==> src/rtl/core/ebm_ram.sv <==
// ebm_ram: generic single-write, single-read ram with registered read
`timescale 1ns / 1ps
module ebm_ram #(
    parameter int WIDTH = 16,
    parameter int DEPTH = 32
) (
    input  logic                     i_clk,
    input  logic                     i_we,
    input  logic [$clog2(DEPTH)-1:0] i_waddr,
    input  logic [WIDTH-1:0]         i_wdata,
    input  logic [$clog2(DEPTH)-1:0] i_raddr,
    output logic [WIDTH-1:0]         o_rdata
);

    logic [WIDTH-1:0] r_mem [DEPTH];
    logic [WIDTH-1:0] r_rdata;

    always_ff @(posedge i_clk) begin
        if (i_we) begin
            r_mem[i_waddr] <= i_wdata;
        end
        r_rdata <= r_mem[i_raddr];
    end

    assign o_rdata = r_rdata;

endmodule

==> config.mk <==
export PLATFORM = sky130hd
export DESIGN_NAME = ebm_ram
export DESIGN_NICKNAME = d
export VERILOG_FILES = /design/src/rtl/core/ebm_ram.sv
export SDC_FILE = /design/constraint.sdc
export NUM_CORES = 1
export LEC_CHECK = 0
export BUFFER_PORTS_ARGS = -buffer_cell sky130_fd_sc_hd__buf_2
export CAP_MARGIN = 20
export CORE_UTILIZATION = 25
export DETAILED_ROUTE_END_ITERATION = 12
export GPL_ROUTABILITY_DRIVEN = 0
export SYNTH_ARGS = -nofsm -noshare
export SYNTH_HDL_FRONTEND = slang
export SYNTH_SLANG_ARGS = --single-unit
==> constraint.sdc <==
create_clock -name i_clk -period 3.2 [get_ports i_clk]
set_input_delay 0.16 -clock i_clk [delete_from_list [all_inputs] [get_ports i_clk]]
set_output_delay 0.16 -clock i_clk [all_outputs]
set_load 0.005 [all_outputs]
## Word-level counts from Yosys, hierarchy flattened

Memories as Yosys holds them, arrays and structs flattened. A register that Yosys moved wholly into a read port is not among the register bits.
Index checks and enable logic that the tools add are counted.

| storage, ports and cells | value |
|---|---|
| bits in registers | 0 |
| bits in writable memories | 512 |
| input bits | 28 |
| output and inout bits | 16 |
| logic and storage cells | 3 |
| memories kept | 1 |

Memory list:

| name | words | width | read ports | clocked after Yosys merged registers in | wr ports | line | text |
|---|---|---|---|---|---|---|---|
| r_mem | 32 | 16 | 1 | 1 | 1 | 15 | `logic [WIDTH-1:0] r_mem [DEPTH];` |

| cells by class | value |
|---|---|
| muxes and demuxes | 2 |

Operator list:

| kind | number |
|---|---|
| $mux 1 | 2 |

## Logic depth before layout (Yosys ltp)

Gate-level depths: netlist of the first run.

| depth | value |
|---|---|
| word-level depth | 2 |
| depth in mapped cells | 8 |
| mapped depth without buffers | 5 |

## Worst setup path after synthesis of the first run

Ideal clock, no wire load.

| timing | value |
|---|---|
| path kind | in2reg |
| start point | input i_waddr[1] |
| end point | memory r_mem[12][0], enable pin |
| arrival time | 1512 ps |
| required time | 2812 ps |
| slack | 1300 ps |
| stages on the path | 3 |
| buffers on the path | 1 |
| cells stage by stage | or3b_2 > clkbuf_1 > nor2_1 |

RTL lines:

| item | line | text |
|---|---|---|
| from (decl) | 9 | `input logic [$clog2(DEPTH)-1:0] i_waddr,` |
| to (decl) | 15 |  |

Straight into the memory's write port.

==> impl_metrics.tcl, run 1 <==
set metrics [dict create \
    criticalPathCategory "input port to flop" \
    worst_slack_ns 0.896 \
    clock_latency_ns 0.61 \
    crit_fanout 11 \
    drt-pass1-iter-count 5 \
    ant_nets 0 \
    cp_slowest_cell "a31oi_1" \
    power_frac_comb_pct 5.2 \
    drv_cap 0 \
    multi_input_area_sq_um 4320 \
    p_per_area_nw_per_um2 600 \
    grt_pass1_wl_microns 69900 \
    run_status "completed" \
    ir_drop_uv 411 \
    syn_to_final_growth_pct 15.5 \
    switching_share_pct 21.5 \
    layout_common_cells "512 x edfxtp_1, 256 x mux2i_1, 64 x a22oi_1" \
    ys_ff_latch 528 \
    place_hpwl_microns 29300 \
    grt_antenna_before_repair 8 \
    ys_seq_area_share_pct 76.4 \
    cts_max_path_buffers 3 \
    placed_area_sq_um 22100 \
    ctsRootBufferMaster "clkbuf_16" \
    setup_tns_ns 0 \
    p_switching_mw 3.07 \
    min_period_over_period_pct 72.0 \
    p_seq_share_pct 54.3 \
    core_area_sq_um 80900 \
    worstHoldPathType "input port to flop" \
    relSlewSlack_pct 40.3 \
    post_drt_wl_per_cell_microns 20.4 \
    pwr-share-clk_pct 40.5 \
    pre_cts_slack_ns 0.536 \
    drv_slew 0 \
    cp.arrival_ns 2.75 \
    grt_max_degree 54 \
    io_pins 44 \
    regArea_sq_um 15700 \
    final_nets 1263 \
    cp_num_buf_inv 3 \
    syn_inst 1143 \
    post-route-min-period_ns 2.30 \
    cts.sinks 528 \
    chipWidth_microns 289 \
    fin_area_sq_um 23700 \
    cp-start-kind "input port" \
    hold_viol 0 \
    tightest_slew_ns 0.895 \
    synthDistinctLibCells 26 \
    end_kind "flop" \
    route.detailed.drc 0 \
    vias 10658 \
    total_power_mw 14.2 \
    cp_top_family "buffers and inverters" \
    finalClockSkew_ns 0.0250 \
    ys.warnings.count 0 \
    cellInternalPower_mw 11.2 \
    grt_setup_unrepaired "false" \
    critPathRequiredTime_ns 3.64 \
    syn_nets 1171 \
    via_per_inst 4.56 \
    layout_commonest_cell "edfxtp_1" \
    die_h_microns 289 \
    wirelength_microns 47700 \
    drive_above_1_share_pct 14.2 \
    max_stage_delay_ns 0.65 \
    grtUsageTotal_pct 11.4 \
    path_cells "dlygate4sd3_1, buf_2, or2_1, buf_4, nor3_1, a31oi_1, nand3_1" \
    leakage_nw 8.10 \
    cts_made_buffers 52 \
    synth_area_sq_um 20500 \
    cts_tree "done" \
    portBuffers 43 \
    start_util_pct 25.4 \
    syn_avg_cell_area_sq_um 18.0 \
    final-setup-viol-count 0 \
    drtIter0Drc 968 \
    fmax_ghz 0.434 \
    grt_pass1_vias 10591 \
    fillCellCount 7981 \
    num_rows 104 \
    cts_max_level 2 \
    antenna_cells 0 \
    cts.clk_slew.worst_paths_ns 0.06 \
    grt_overflow 0 \
    die_area_sq_um 83300 \
]
## worst reg2reg max path: stages, from the launching register on
cell	delay, ns
edfxtp_1	0.35
mux2i_1	0.15
a22o_1	0.18
nor3_1	0.06
a31oi_1	0.65
nand3_1	0.17
## sequential cells by signal, summed over array words and instances (netlist names)
signal and count:
r_mem 512, o_rdata 16
## metrics by stage
step           util (%)  instances  hold slack [ns]
4_1_cts            29.3       2338           0.0863
2_1_floorplan         -       1143            0.259
3_3_place_gp       27.3       2238            0.561
5_1_grt            29.3       2338            0.121
6_report           29.3       2338            0.108
3_5_place_dp       27.3       2238            0.559
## timing repair
action                     in CTS  in global routing
setup buffers                   0                  0
setup endpoints to repair       0                  0
resized for setup               0                  0
hold buffers                    3                  0
hold endpoints to repair        3                  0
## power by group through the flow
stage	combinational (mW)	clock (mW)	sequential, mW
finish	0.744	5.76	7.73
global route	0.800	6.13	7.74
CTS	0.750	5.88	7.73
detailed placement	0.745	0	7.88
global placement	0.730	0	7.88
floorplan	0.432	0	7.86
## Yosys cell counts
| master | instances | area share, % |
|---|---|---|
| clkbuf_1 | 12 | 0.22 |
| a22oi_1 | 64 | 2.3 |
| nor2_4 | 1 | 0.055 |
| nor3_1 | 16 | 0.39 |
| buf_12 | 5 | 0.49 |
| nand3_1 | 34 | 0.83 |
| nand4_1 | 16 | 0.49 |
| dfxtp_1 | 16 | 1.6 |
| buf_2 | 19 | 0.46 |
| nand2b_1 | 2 | 0.061 |
| or3b_2 | 3 | 0.13 |
| buf_8 | 6 | 0.44 |
| a31oi_1 | 16 | 0.49 |
| nor2b_1 | 2 | 0.061 |
| nand2_1 | 33 | 0.60 |
| a21oi_1 | 32 | 0.78 |
| buf_4 | 19 | 0.69 |
| a22o_1 | 32 | 1.4 |
| buf_6 | 6 | 0.33 |
| mux2i_1 | 256 | 12 |
| edfxtp_1 | 512 | 75 |
| nand3b_1 | 5 | 0.18 |
| nor2_1 | 33 | 0.60 |
| or3_1 | 1 | 0.030 |
| and2_1 | 1 | 0.030 |
| or2_1 | 1 | 0.030 |
## worst paths after layout
| path | endpoint | slack (ns) | cells after the start | from |
|---|---|---|---|---|
| worst min-delay path | r_mem[0][11]$_DFFE_PP_ | 0.11 | 1 | i_wdata[11] |
| worst max-delay path | o_rdata[12]$_DFF_P_ | 0.90 | 7 | i_raddr[4] |
| worst min register to register | o_rdata[8]$_DFF_P_ | 0.62 | 4 | r_mem[16][8]$_DFFE_PP_ |
| worst max register to register | o_rdata[12]$_DFF_P_ | 1.48 | 5 | r_mem[1][12]$_DFFE_PP_ |
## kinds of logic (layout without fill, tap and decap cells)
family                 after synthesis  after routing  synth area share (%)
AOI/OAI and AO/OA                  144            144                  4.97
DFF                                528            528                  76.4
muxes                              256            256                  12.5
and+or+nand+nor                    148            148                  3.49
buffers and inverters               67            202                  2.63
## per-layer routing
metal  GRT usage (%)  wire length (microns)  share of wire [%]  up-vias
li1                -                      -                  -     4745
met1            16.2                  21600                 45     5474
met2            17.4                  21500                 45      348
met3            2.40                   3650                7.6       81
met4            3.20                    974                2.0       10
met5               0                     50               0.10        -
## cell type report
class                   instances  area share, %
clock buffers                  71           5.91
clock inverters                26          0.839
multi-input cells             548           18.2
flip-flops and latches        528           66.2
well taps                    1060           5.59
repair buffers                105           3.26
No activity file was read; power rests on OpenSTA's default activity.
==> run 2: changes to the inputs <==
==> constraint.sdc (replaced) <==
create_clock -name i_clk -period 2.11 [get_ports i_clk]
set_input_delay 0.1055 -clock i_clk [delete_from_list [all_inputs] [get_ports i_clk]]
set_output_delay 0.1055 -clock i_clk [all_outputs]
set_load 0.005 [all_outputs]
==> run 2 against run 1 <==
Count of clock-buffer cells in the layout is 2 lower. Critical path depth did not move. Global-route usage up 0.37 points. Via count increased by 1.5%. Combinational power is 63% higher. Sequential power grew 51%. Utilization grew 0.64 points. Final cell count rose by 1.4%. Worst hold slack worse by 0.053 ns. First-iteration DRC count grew 12%. Clock skew increased by 0.0030 ns. Critical endpoint unchanged. Largest cell class unchanged.
==> impl_metrics.tcl, run 2 (synthesis gave the netlist of run 1 again) <==
set metrics [dict create \
    run_status "completed" \
    crit_fanout 10 \
    cp.arrival_ns 2.25 \
    startpoint "i_raddr[4]" \
    grtUsageTotal_pct 11.7 \
    min_period_over_period_pct 85.3 \
    met3_usage_pct 2.79 \
    r2r-start "r_mem[1][2]$_DFFE_PP_" \
    total_power_mw 22.5 \
    cts_made_buffers 51 \
    grt_setup_unrepaired "false" \
    power_frac_comb_pct 5.4 \
    drv_cap 0 \
    cp-start-kind "input port" \
    drive_above_1_share_pct 17.4 \
    path_cells "dlygate4sd3_1, buf_2, nand2b_1, buf_4, a21oi_1, a31oi_1, nand3_1" \
    layout_common_cells "512 x edfxtp_1, 256 x mux2i_1, 81 x buf_4" \
    p_switching_mw 4.75 \
    final-setup-viol-count 0 \
    die_h_microns 289 \
    worstHoldPathType "input port to flop" \
    die_area_sq_um 83300 \
    drt-pass1-iter-count 5 \
    pre_cts_slack_ns -0.117 \
    ctsRootBufferMaster "clkbuf_16" \
    grt_max_degree 54 \
    antenna_cells 0 \
    portBuffers 43 \
    utilization_pct 29.9 \
    ant_nets 0 \
    start_util_pct 25.4 \
    grt_pass1_wl_microns 72200 \
    grt_pass1_vias 10745 \
    cp_slowest_cell "dlygate4sd3_1" \
    clock_latency_ns 0.61 \
    cts.clk_slew.worst_paths_ns 0.06 \
    tightest_slew_ns 0.715 \
    ctsResizeCount 0 \
    drv_slew 0 \
    largest_reg_flops 512 \
    whs_ns 0.0547 \
    p_per_area_nw_per_um2 928 \
    num_rows 104 \
    criticalPathCategory "input port to flop" \
    placed_area_sq_um 22500 \
    min-delay-start "i_raddr[3]" \
    fillCellCount 7899 \
    grt_overflow 0 \
    place_hpwl_microns 30300 \
    cts_tree "done" \
    regArea_sq_um 15700 \
    critPathRequiredTime_ns 2.56 \
    hold_viol 0 \
    post_drt_wl_per_cell_microns 20.8 \
    fmax_ghz 0.555 \
    route.detailed.drc 0 \
    leakage_nw 8.41 \
    layout_commonest_cell "edfxtp_1" \
    wirelength_microns 49400 \
    cellInternalPower_mw 17.7 \
    via_per_inst 4.56 \
    regMostFlops "r_mem" \
    syn_to_final_growth_pct 18.0 \
    place_inst 2274 \
    multi_input_area_sq_um 4320 \
    max_stage_delay_ns 0.54 \
    setup_tns_ns 0 \
    grt_antenna_before_repair 2 \
    cts_max_level 2 \
    end_kind "flop" \
    final_nets 1296 \
    relSlewSlack_pct 52.3 \
    top_usage_layer "met2" \
    grtUsageMet1_pct 16.6 \
    grtUsageMet2_pct 18.2 \
    vias 10819 \
    drtIter0Drc 1084 \
    cts_max_path_buffers 3 \
    io_pins 44 \
    fin_area_sq_um 24200 \
    worst_slack_ns 0.310 \
    p_seq_share_pct 52.2 \
    chipWidth_microns 289 \
    core_area_sq_um 80900 \
    switching_share_pct 21.1 \
    ir_drop_uv 528 \
    post-route-min-period_ns 1.80 \
    cts.sinks 528 \
    finalClockSkew_ns 0.0280 \
    pwr-share-clk_pct 42.4 \
    fin_cells 2371 \
]
==> run 2: layout make-up <==
| cell class | count | area share (%) |
|---|---|---|
| Timing Repair Buffer | 139 | 4.64 |
| Multi-Input combinational cell | 548 | 17.8 |
| Tap cell | 1060 | 5.47 |
| Sequential cell | 528 | 64.8 |
| Clock buffer | 69 | 6.09 |
| Clock inverter | 27 | 1.21 |
==> run 2: power groups by stage <==
| stage | clock [mW] | sequential, mW | combinational, mW |
|---|---|---|---|
| after CTS | 9.70 | 11.7 | 1.22 |
| after floorplan | 0 | 11.9 | 0.655 |
| after global placement | 0 | 11.9 | 1.19 |
| after detailed placement | 0 | 12.0 | 1.22 |
| after global routing | 10.1 | 11.7 | 1.30 |
| final | 9.54 | 11.7 | 1.21 |
==> run 2: metal layers <==
layer	part of all wire [%]	up-vias	wire, microns
li1	-	4811	-
met1	45	5583	22500
met2	46	361	22600
met3	7.3	62	3610
met4	1.5	2	755
met5	0.022	-	11
==> run 2: critical path, delay by kind of cell <==
kind            cells  cell delay, ns
simple gates        2            0.54
buf+inv             3            1.00
compound gates      2            0.59
==> run 2: final timing paths <==
path                                            end  slack, ns  depth (start not counted)
worst min register to register   o_rdata[4]$_DFF_P_       0.61                          4
worst max register to register   o_rdata[2]$_DFF_P_       0.53                          6
worst max-delay path            o_rdata[12]$_DFF_P_       0.31                          7
worst min-delay path            o_rdata[15]$_DFF_P_       0.05                          4
==> run 2: what timing repair did <==
action / 4_1_cts / 5_1_grt
setup buffers: 0 / 0
hold buffers: 1 / 0
endpoints found under the hold margin: 2 / 0
